<file path="src/adcss_pkg.sv">
`default_nettype none

package adcss_pkg;

  // Number of analog inputs that the channel mask can select from.
  localparam int unsigned NumInputs = 8;
  // Largest number of rounds that one buffer pass may take.
  localparam int unsigned MaxDepth = 32;

  // Configuration register indexes.
  typedef enum logic [1:0] {
    CfgChannelMask  = 2'd0,
    CfgNumChannels  = 2'd1,
    CfgDepth        = 2'd2,
    CfgCircularMode = 2'd3
  } cfg_idx_e;

  // Input item function codes.
  typedef enum logic {
    FuncStart = 1'b0,
    FuncDone  = 1'b1
  } func_e;

  // Configuration register contents.
  typedef struct packed {
    logic [7:0] channel_mask;
    logic [3:0] round_size;
    logic [5:0] depth;
    logic       circular_mode;
  } cfg_t;

  // One input item.
  typedef struct packed {
    logic       func;
    logic [9:0] sample;
  } item_t;

  // One result item.
  typedef struct packed {
    logic       write_valid;
    logic [7:0] write_index;
    logic [9:0] write_data;
    logic [2:0] next_channel;
    logic       start_conversion;
    logic       half_event;
    logic       full_event;
  } res_t;

  // Returns the position of the k-th set bit of the mask, or 0 if there is none.
  function automatic logic [2:0] pick_channel(logic [7:0] mask, logic [2:0] k);
    logic [3:0] seen;
    logic [2:0] chan;
    logic       found;
    seen  = '0;
    chan  = '0;
    found = 1'b0;
    for (int i = 0; i < 8; i++) begin
      if (i < NumInputs && mask[i] && !found) begin
        if (seen == {1'b0, k}) begin
          chan  = 3'(i);
          found = 1'b1;
        end
        seen = seen + 4'd1;
      end
    end
    return chan;
  endfunction

endpackage

`default_nettype wire

</file>
<file path="src/adc_scan_sequencer.sv">
// Channel  Handshake                 Payload
// in       in_valid_i / in_ready_o   func_i, sample_i
// out      out_valid_o / out_ready_i write_valid_o .. full_event_o
// cfg      cfg_valid_i / cfg_ready_o cfg_index_i, cfg_data_i
//
// An accepted item sits in the input register and crosses the scan logic into
// the result register once that register is free or its result is taken. One
// item is accepted per cycle unless the output stalls; the result register sets
// the pace. A stalled output holds the result while one more item waits in the
// input register. Reset returns the configuration to its defaults and idles the scan.
`default_nettype none

module adc_scan_sequencer (
  input  wire logic       clk_i,
  input  wire logic       rst_ni,
  input  wire logic       in_valid_i,
  output logic            in_ready_o,
  input  wire logic       func_i,
  input  wire logic [9:0] sample_i,
  output logic            out_valid_o,
  input  wire logic       out_ready_i,
  output logic            write_valid_o,
  output logic [7:0]      write_index_o,
  output logic [9:0]      write_data_o,
  output logic [2:0]      next_channel_o,
  output logic            start_conversion_o,
  output logic            half_event_o,
  output logic            full_event_o,
  input  wire logic       cfg_valid_i,
  output logic            cfg_ready_o,
  input  wire logic [1:0] cfg_index_i,
  input  wire logic [7:0] cfg_data_i
);
  import adcss_pkg::*;

  cfg_t  cfg;
  item_t item;
  logic  item_valid;
  logic  advance;
  res_t  res;

  adcss_cfg_regs u_cfg_regs (
    .clk_i       (clk_i),
    .rst_ni      (rst_ni),
    .cfg_valid_i (cfg_valid_i),
    .cfg_index_i (cfg_index_i),
    .cfg_data_i  (cfg_data_i),
    .cfg_ready_o (cfg_ready_o),
    .cfg_o       (cfg)
  );

  adcss_in_stage u_in_stage (
    .clk_i        (clk_i),
    .rst_ni       (rst_ni),
    .in_valid_i   (in_valid_i),
    .in_ready_o   (in_ready_o),
    .func_i       (func_i),
    .sample_i     (sample_i),
    .advance_i    (advance),
    .item_valid_o (item_valid),
    .item_o       (item)
  );

  adcss_core u_core (
    .clk_i        (clk_i),
    .rst_ni       (rst_ni),
    .cfg_i        (cfg),
    .item_valid_i (item_valid),
    .item_i       (item),
    .advance_o    (advance),
    .out_valid_o  (out_valid_o),
    .out_ready_i  (out_ready_i),
    .res_o        (res)
  );

  assign write_valid_o      = res.write_valid;
  assign write_index_o      = res.write_index;
  assign write_data_o       = res.write_data;
  assign next_channel_o     = res.next_channel;
  assign start_conversion_o = res.start_conversion;
  assign half_event_o       = res.half_event;
  assign full_event_o       = res.full_event;

endmodule

`default_nettype wire

</file>
<file path="src/adcss_cfg_regs.sv">
`default_nettype none

module adcss_cfg_regs (
  input  wire logic              clk_i,
  input  wire logic              rst_ni,
  input  wire logic              cfg_valid_i,
  input  wire logic [1:0]        cfg_index_i,
  input  wire logic [7:0]        cfg_data_i,
  output logic                   cfg_ready_o,
  output adcss_pkg::cfg_t        cfg_o
);
  import adcss_pkg::*;

  cfg_t cfg_q;
  cfg_t cfg_d;

  // Registers are always ready to take a write.
  assign cfg_ready_o = 1'b1;
  assign cfg_o       = cfg_q;

  // Decode the register index of a write transaction.
  always_comb begin
    cfg_d = cfg_q;
    if (cfg_valid_i) begin
      unique case (cfg_idx_e'(cfg_index_i))
        CfgChannelMask:  cfg_d.channel_mask  = cfg_data_i;
        CfgNumChannels:  cfg_d.round_size    = cfg_data_i[3:0];
        CfgDepth:        cfg_d.depth         = cfg_data_i[5:0];
        CfgCircularMode: cfg_d.circular_mode = cfg_data_i[0];
        default:         cfg_d = cfg_q;
      endcase
    end
  end

  always_ff @(posedge clk_i or negedge rst_ni) begin
    if (!rst_ni) begin
      cfg_q.channel_mask  <= 8'd1;
      cfg_q.round_size    <= 4'd1;
      cfg_q.depth         <= 6'd1;
      cfg_q.circular_mode <= 1'b0;
    end else begin
      cfg_q <= cfg_d;
    end
  end

endmodule

`default_nettype wire

</file>
<file path="src/adcss_in_stage.sv">
`default_nettype none

module adcss_in_stage (
  input  wire logic              clk_i,
  input  wire logic              rst_ni,
  input  wire logic              in_valid_i,
  output logic                   in_ready_o,
  input  wire logic              func_i,
  input  wire logic [9:0]        sample_i,
  input  wire logic              advance_i,
  output logic                   item_valid_o,
  output adcss_pkg::item_t       item_o
);
  import adcss_pkg::*;

  logic  valid_q;
  logic  valid_d;
  item_t item_q;

  // The register takes a new item when empty or when its item moves on.
  assign in_ready_o   = !valid_q || advance_i;
  assign item_valid_o = valid_q;
  assign item_o       = item_q;

  always_comb begin
    valid_d = valid_q;
    if (in_valid_i && in_ready_o) begin
      valid_d = 1'b1;
    end else if (advance_i) begin
      valid_d = 1'b0;
    end
  end

  always_ff @(posedge clk_i or negedge rst_ni) begin
    if (!rst_ni) begin
      valid_q <= 1'b0;
    end else begin
      valid_q <= valid_d;
    end
  end

  // Payload holds without reset.
  always_ff @(posedge clk_i) begin
    if (in_valid_i && in_ready_o) begin
      item_q.func   <= func_i;
      item_q.sample <= sample_i;
    end
  end

endmodule

`default_nettype wire

</file>
<file path="src/adcss_core.sv">
`default_nettype none

module adcss_core (
  input  wire logic              clk_i,
  input  wire logic              rst_ni,
  input  wire adcss_pkg::cfg_t   cfg_i,
  input  wire logic              item_valid_i,
  input  wire adcss_pkg::item_t  item_i,
  output logic                   advance_o,
  output logic                   out_valid_o,
  input  wire logic              out_ready_i,
  output adcss_pkg::res_t        res_o
);
  import adcss_pkg::*;

  localparam logic [5:0] DepthLimit = 6'(MaxDepth > 63 ? 63 : MaxDepth);

  logic [8:0] pos_q,  pos_d;
  logic [2:0] rch_q,  rch_d;
  logic [5:0] rcnt_q, rcnt_d;
  logic       run_q,  run_d;
  logic       out_valid_q, out_valid_d;
  res_t       res_q,  res_d;

  logic [3:0] nc;
  logic [5:0] dp;
  logic [3:0] rch_inc;
  logic [5:0] rcnt_inc;
  logic       round_close;
  logic       buf_full;

  // An item moves into the result register when that register is free.
  assign advance_o   = item_valid_i && (!out_valid_q || out_ready_i);
  assign out_valid_o = out_valid_q;
  assign res_o       = res_q;

  // Clamp the round size and the buffer depth to their legal ranges.
  always_comb begin
    if (cfg_i.round_size == 4'd0) begin
      nc = 4'd1;
    end else if (cfg_i.round_size > 4'd8) begin
      nc = 4'd8;
    end else begin
      nc = cfg_i.round_size;
    end
    if (cfg_i.depth == 6'd0) begin
      dp = 6'd1;
    end else if (cfg_i.depth > DepthLimit) begin
      dp = DepthLimit;
    end else begin
      dp = cfg_i.depth;
    end
  end

  // Round and buffer bookkeeping for a conversion-done item.
  assign rch_inc     = {1'b0, rch_q} + 4'd1;
  assign rcnt_inc    = rcnt_q + 6'd1;
  assign round_close = rch_inc >= nc;
  assign buf_full    = round_close && (rcnt_inc >= dp);

  // Next scan state and the result of the item in the input register.
  always_comb begin
    pos_d  = pos_q;
    rch_d  = rch_q;
    rcnt_d = rcnt_q;
    run_d  = run_q;
    res_d  = '0;
    if (item_i.func == FuncStart) begin
      pos_d                  = '0;
      rch_d                  = '0;
      rcnt_d                 = '0;
      run_d                  = 1'b1;
      res_d.next_channel     = pick_channel(cfg_i.channel_mask, 3'd0);
      res_d.start_conversion = 1'b1;
    end else if (run_q) begin
      res_d.write_valid = 1'b1;
      res_d.write_index = pos_q[7:0];
      res_d.write_data  = item_i.sample;
      pos_d             = pos_q + 9'd1;
      if (round_close) begin
        rch_d            = '0;
        rcnt_d           = rcnt_inc;
        res_d.half_event = cfg_i.circular_mode && (rcnt_inc == (dp >> 1));
      end else begin
        rch_d = rch_inc[2:0];
      end
      if (buf_full) begin
        res_d.full_event = 1'b1;
        pos_d            = '0;
        rcnt_d           = '0;
        if (cfg_i.circular_mode) begin
          res_d.next_channel     = pick_channel(cfg_i.channel_mask, 3'd0);
          res_d.start_conversion = 1'b1;
        end else begin
          run_d = 1'b0;
        end
      end else begin
        res_d.next_channel     = pick_channel(cfg_i.channel_mask, rch_d);
        res_d.start_conversion = 1'b1;
      end
    end
  end

  // Result register valid flag.
  always_comb begin
    out_valid_d = out_valid_q;
    if (advance_o) begin
      out_valid_d = 1'b1;
    end else if (out_ready_i) begin
      out_valid_d = 1'b0;
    end
  end

  always_ff @(posedge clk_i or negedge rst_ni) begin
    if (!rst_ni) begin
      pos_q       <= '0;
      rch_q       <= '0;
      rcnt_q      <= '0;
      run_q       <= 1'b0;
      out_valid_q <= 1'b0;
    end else begin
      out_valid_q <= out_valid_d;
      if (advance_o) begin
        pos_q  <= pos_d;
        rch_q  <= rch_d;
        rcnt_q <= rcnt_d;
        run_q  <= run_d;
      end
    end
  end

  always_ff @(posedge clk_i) begin
    if (advance_o) begin
      res_q <= res_d;
    end
  end

endmodule

`default_nettype wire

</file>
<file path="config.mk">
export PLATFORM = sky130hd
export DESIGN_NAME = adc_scan_sequencer
export DESIGN_NICKNAME = d
export VERILOG_FILES = /design/src/adcss_pkg.sv /design/src/adc_scan_sequencer.sv /design/src/adcss_cfg_regs.sv /design/src/adcss_in_stage.sv /design/src/adcss_core.sv
export SDC_FILE = /design/constraint.sdc
export NUM_CORES = 1
export LEC_CHECK = 0
export BUFFER_PORTS_ARGS = -buffer_cell sky130_fd_sc_hd__buf_2
export CORE_ASPECT_RATIO = 0.8
export CORE_UTILIZATION = 44
export DETAILED_ROUTE_END_ITERATION = 6
export GPL_TIMING_DRIVEN = 0
export PLACE_DENSITY_LB_ADDON = 0.08
export SKIP_LAST_GASP = 1
export SLEW_MARGIN = 40
export SYNTH_ARGS = -nofsm -noshare
export SYNTH_HDL_FRONTEND = slang
export SYNTH_SLANG_ARGS = --single-unit
</file>
<file path="constraint.sdc">
create_clock -name clk_i -period 8.85 [get_ports clk_i]
set_input_delay 0.885 -clock clk_i [delete_from_list [all_inputs] [get_ports clk_i]]
set_output_delay 0.885 -clock clk_i [all_outputs]
set_load 0.005 [all_outputs]
</file>
==> impl_metrics.tcl, run 1 <==
set metrics [dict create \
    die_area_um2 12500 \
    numClockSinks 75 \
    dieWidth_um 125 \
    die_h_um 100 \
    regArea_um2 2060 \
    min_period_ns 7.99 \
    async_flop_share_pct 52.0 \
    crit_start "u_core.rch_q[0]" \
    violations "design-rule violations" \
    dp.cells 752 \
    setup_violations 0 \
    clkTransAtPathRegs_ns 0.06 \
    ys_seq_area_share_pct 38.7 \
    cts_buffer_depth 2 \
    hp-class "register to register" \
    netlist-cell-type-count 82 \
    num_rows 35 \
    htreeDepth 3 \
    synth.avg_cell_area_um2 9.65 \
    ant_nets 0 \
    top_usage_layer "met2" \
    initial_utilization_pct 45.7 \
    use_met1_pct 32.2 \
    cp.arrival_ns 8.03 \
    place_hpwl_mm 10.2 \
    path_depth 31 \
    grt_pass1_vias 4176 \
    endpoint "u_core.res_o[5]" \
    nets 668 \
    wire_per_inst_um 17.1 \
    cpMaxStageDelayCell "a2111oi_1" \
    grt_max_degree 40 \
    cts_tree "built" \
    core_area_um2 11600 \
    required_ns 8.89 \
    reg2reg_depth 31 \
    port_buffers 52 \
    synth_seq_cells 75 \
    rr_endpoint "u_core.res_o[5]" \
    worst-path-buf-inv 7 \
    antennaDiodeCount 0 \
    max_freq_ghz 0.125 \
    yosysMostFrequentCell "nand2_1" \
    fin_cells 768 \
    status "finished, violations left" \
    use_met3_pct 4.58 \
    cts_hold_buf 0 \
    skew_ns 0.00790 \
    synth_top_area_cell "edfxtp_1" \
    ctsResizeCount 0 \
    setup.worst_path.class "register to register" \
    ys_warn_count 0 \
    syn_inst 551 \
    grt_overflow 0 \
    grt_antenna_before_repair 0 \
    syn_to_final_growth_pct 13.5 \
    grt_usage_pct 22.0 \
    syn_area_um2 5320 \
    synth_commonest_cells "42 x nand2_1, 36 x dfrtp_1, 36 x edfxtp_1" \
    min_from "u_core.rcnt_q[5]" \
    route.detailed.drc 12 \
    cp_max_fo 10 \
    clk_latency_ns 0.33 \
    root_buffer "clkbuf_16" \
    tightest_slew_ns 0.879 \
    drv_slew 0 \
    fin_crit_sh_pct 90.3 \
    ys_top_cells_by_area "edfxtp_1 20%, dfrtp_1 17%, ha_1 6.4%" \
    rrSetupSlack_ns 0.86 \
    critPathTopFamily "compound AO/OA/AOI/OAI gates" \
    dr.first_iter.drc_count 234 \
    endpoint_kind "register" \
    start_kind "register" \
    globalplace.congestion 0.916 \
    setup_tns_ns 0 \
    rsz0062_at_grt "no" \
    synth_top_area_share_pct 20.3 \
    grt.met2_usage_pct 32.9 \
    drv_cap 0 \
    grt_pass1_wl_mm 21.3 \
    ir_drop_v 0.000128 \
    slowest_delay_ns 0.81 \
    cpMostUsedCell "ha_1" \
    p_leak_uw 0.00260 \
    drtPass1Iterations 7 \
    drive_gt1_share_pct 20.0 \
    vias 4461 \
    numCtsBuffers 9 \
    ios 54 \
    power_per_cell_area_nw_per_um2 384 \
    via_per_inst 5.81 \
    relSlewSlack_pct 41.2 \
    n_fill_cell 1090 \
    post_cts_buffers 0 \
    multiInputGateArea_um2 3070 \
    dominantRegCellSynth "edfxtp_1" \
    routed_wl_mm 13.2 \
    rr_startpoint "u_core.rch_q[0]" \
    synth_edf_count 36 \
    hold_viol 0 \
]
power by group:
part,switching [uW],internal (uW)
Clock,136,188
Sequential,40.9,428
Combinational,922,605
Total,1100,1220
cell usage in the layout, fill, tap and decap left out, types with 4 or more instances in the layout:
cell type  netlist  final
and3_1          28     28
a21o_1           6      6
buf_2            7     58
nor2b_1          5      5
a31oi_1         10     10
o211a_1          4      4
ha_1            27     27
nand4_1          7      7
o31ai_1          4      4
o211ai_1         9      9
mux2_2          21     21
o21ai_0         33     33
a21oi_1         16     16
or4_1            4      4
a22o_1           6      6
nand2b_1         9      9
nor2_1          33     33
nand3_1         22     22
mux2i_1          7      7
edfxtp_1        36     36
nor3_1          16     16
xor2_1           5      5
nand2_1         42     42
xnor2_1         20     20
clkbuf_16        0      9
clkbuf_1        16     18
or3_1            4      4
dfrtp_1         36     36
a211oi_1         6      6
inv_1           26     26
and2_1           9      8
nand3b_1         4      4
metrics by stage:
stage	worst slack (ns)	hold WS [ns]	total power (uW)	cell area, um^2	util [%]
global placement	0.773	0.488	1950	5770	49.5
floorplan	2.23	0.460	1640	5320	-
detailed placement	1.08	0.500	1980	5780	49.6
CTS	1.03	0.513	2310	6040	51.8
global route	0.302	0.558	2500	6040	51.8
finish	0.861	0.512	2320	6040	51.8
worst min-delay path, delay by kind of cell, from the launching register on:
family,cells,cell delay [ns]
simple gates,1,0.05
flops,1,0.36
compound gates,1,0.06
metal layers:
metal / part of all wire (%) / wire (um)
met4: 0.93 / 122
met3: 7.2 / 949
met2: 42 / 5580
met5: 0 / 0
met1: 49 / 6500
sequential cells by signal, summed over array words and instances (netlist names):
signal	cells
u_core.out_valid_o	1
u_core.rch_q	3
u_core.res_o	25
u_in_stage.item_o	11
u_cfg_regs.cfg_o	19
u_in_stage.item_valid_o	1
u_core.pos_q	8
u_core.rcnt_q	6
u_core.run_q	1
final cells by class:
class / count / share of cell area [%]
Buffer: 24 / 1.70
Clock buffer: 11 / 3.85
Clock inverter: 5 / 0.476
Inverter: 27 / 1.68
Multi-Input combinational cell: 426 / 50.8
Sequential cell: 75 / 34.1
Tap cell: 148 / 3.07
Timing Repair Buffer: 52 / 4.35
cells by family (layout without fill, tap and decap cells):
logic type | after synthesis | count (layout) | share of synthesized area [%]
buf+inv | 51 | 119 | 3.83
other cells | 2 | 3 | 0.141
compound gates | 136 | 136 | 18.7
flops | 75 | 75 | 38.7
fa+ha+maj | 27 | 27 | 6.35
mux | 29 | 29 | 6.05
simple gates | 203 | 203 | 20.9
xor+xnor | 28 | 28 | 5.27
worst min-delay path by stage:
| stage | endpoint | slack, ns | cells after the start |
|---|---|---|---|
| 2_1_floorplan | u_core.pos_q[6] | 0.46 | 1 |
| 3_5_place_dp | u_core.rcnt_q[5] | 0.50 | 2 |
| 6_report | u_core.rcnt_q[5] | 0.51 | 2 |
| 4_1_cts | u_core.rcnt_q[5] | 0.51 | 2 |
| 3_3_place_gp | u_core.rcnt_q[5] | 0.49 | 2 |
| 5_1_grt | u_cfg_regs.cfg_o[18] | 0.56 | 1 |
Power figures use the tool's default switching activity.
==> run 2, diff against run 1 <==
--- a/config.mk
+++ b/config.mk
@@ -6,7 +6,10 @@
 export NUM_CORES = 1
 export LEC_CHECK = 0
 export BUFFER_PORTS_ARGS = -buffer_cell sky130_fd_sc_hd__buf_2
+export CELL_PAD_IN_SITES_DETAIL_PLACEMENT = 0
+export CELL_PAD_IN_SITES_GLOBAL_PLACEMENT = 1
 export CORE_ASPECT_RATIO = 0.8
+export CORE_MARGIN = 5
 export CORE_UTILIZATION = 44
 export DETAILED_ROUTE_END_ITERATION = 6
 export GPL_TIMING_DRIVEN = 0
==> impl_metrics.tcl, run 2 (synthesized netlist as in run 1, its figures left out) <==
set metrics [dict create \
    grt_pass1_wl_mm 22.5 \
    power_frac_seq_pct 20.0 \
    power_frac_clock_pct 14.4 \
    rr_endpoint "u_core.res_o[4]" \
    slowest_delay_ns 0.63 \
    cpMostUsedCell "ha_1" \
    vias 4529 \
    p_leak_uw 0.00260 \
    pwr-share-comb_pct 65.6 \
    min_period_ns 7.97 \
    grt_max_degree 40 \
    layout_common_cells "58 x buf_2, 42 x nand2_1, 36 x dfrtp_1, 36 x edfxtp_1" \
    wire_per_inst_um 18.0 \
    power_per_cell_area_nw_per_um2 388 \
    initial_utilization_pct 45.5 \
    cp.arrival_ns 8.03 \
    grt_antenna_before_repair 0 \
    hp-class "register to register" \
    n_fill_cell 1080 \
    antennaDiodeCount 0 \
    core_area_um2 11700 \
    reg2reg_depth 31 \
    tightest_slew_ns 0.684 \
    grt_overflow 0 \
    rrSetupSlack_ns 0.88 \
    setup_violations 0 \
    largest_reg_flops 25 \
    ant_nets 0 \
    dr.first_iter.drc_count 272 \
    route.detailed.drc 0 \
    fin_crit_sh_pct 90.1 \
    die_area_um2 14400 \
    power_switching_uw 1120 \
    status "complete, no violations" \
    drtPass1Iterations 4 \
    p_int_uw 1220 \
    globalplace.congestion 0.901 \
    setup.worst_path.class "register to register" \
    htreeDepth 3 \
    rsz0062_at_grt "no" \
    drv_slew 0 \
    final_common_cell "buf_2" \
    ir_drop_v 0.000146 \
    worstHoldPathCells 1 \
    dieWidth_um 133 \
    cp_max_fo 10 \
    setup_tns_ns 0 \
    min_from "u_core.pos_q[6]" \
    cpMaxStageDelayCell "a2111oi_0" \
    fin_ws_ns 0.877 \
    rr_startpoint "u_core.rch_q[0]" \
    holdPathEnd "u_core.pos_q[6]" \
    cts_hold_buf 0 \
    post_cts_buffers 0 \
    max_freq_ghz 0.125 \
    num_rows 35 \
    grt_pass1_vias 4392 \
    numClockSinks 75 \
    numCtsBuffers 9 \
    hold_viol 0 \
    cts_buffer_depth 2 \
    pre_cts_ws_ns 1.03 \
    drive_gt1_share_pct 20.3 \
    via_per_inst 5.90 \
    drv_cap 0 \
    clkTransAtPathRegs_ns 0.06 \
    ctsResizeCount 0 \
    clk_latency_ns 0.34 \
    root_buffer "clkbuf_16" \
    place_hpwl_mm 10.7 \
    nets 668 \
    relSlewSlack_pct 53.2 \
    grt_usage_pct 19.6 \
    endpoint_kind "register" \
    ios 54 \
    start_kind "register" \
    p_sw_share_pct 47.8 \
    die_h_um 108 \
    skew_ns 0.00696 \
    syn_to_final_growth_pct 13.7 \
    required_ns 8.90 \
    routed_wl_mm 13.9 \
    cts_tree "built" \
    port_buffers 52 \
]
==> run 2: cell type report <==
type | count | area [um^2] | share of cell area [%]
clock buffer | 10 | 233 | 3.85
multi-input combinational | 426 | 3060 | 50.7
sequential | 75 | 2060 | 34.1
clock inverter | 6 | 40.0 | 0.662
inverter | 27 | 101 | 1.68
timing repair buffer | 52 | 263 | 4.34
buffer | 24 | 103 | 1.70
tap | 148 | 185 | 3.06
==> run 2: metal layers <==
metal	GRT usage, %	wire length (um)
met1	28.5	6920
met4	4.30	123
met5	0	0
met2	29.2	6050
met3	5.30	771
==> run 2: worst max path at each step <==
stage                            to  depth (start not counted)            start  slack (ns)
floorplan           u_core.res_o[4]                         31  u_core.rch_q[0]        2.23
global placement    u_core.res_o[4]                         31  u_core.rch_q[0]        1.09
detailed placement  u_core.res_o[4]                         31  u_core.rch_q[0]        1.03
global route        u_core.res_o[4]                         31  u_core.rch_q[0]        0.33
finish              u_core.res_o[4]                         31  u_core.rch_q[0]        0.88
CTS                 u_core.res_o[4]                         31  u_core.rch_q[0]        1.01
==> run 2: worst max-delay path, delay by kind of cell (launching register included) <==
family | cells | cell delay (ns)
mux | 1 | 0.29
buf+inv | 7 | 1.13
fa+ha+maj | 6 | 1.66
xor+xnor | 3 | 0.81
simple gates | 3 | 0.39
flops | 1 | 0.45
compound gates | 11 | 2.91
==> run 2: power groups by stage <==
stage | registers, uW | clock network [uW] | logic [uW]
2_1_floorplan | 464 | 0 | 1170
3_3_place_gp | 474 | 0 | 1490
3_5_place_dp | 476 | 0 | 1520
4_1_cts | 469 | 344 | 1530
5_1_grt | 476 | 360 | 1700
6_report | 469 | 337 | 1540
==> run 2: per-stage QoR <==
step / hold slack, ns / utilization [%] / area, um^2 / cells / power, uW
6_report: 0.504 / 51.7 / 6050 / 768 / 2350
3_5_place_dp: 0.492 / 49.4 / 5780 / 752 / 2000
3_3_place_gp: 0.487 / 49.3 / 5770 / 752 / 1970
2_1_floorplan: 0.460 / - / 5320 / 552 / 1640
4_1_cts: 0.500 / 51.7 / 6050 / 768 / 2340
5_1_grt: 0.520 / 51.7 / 6050 / 768 / 2540
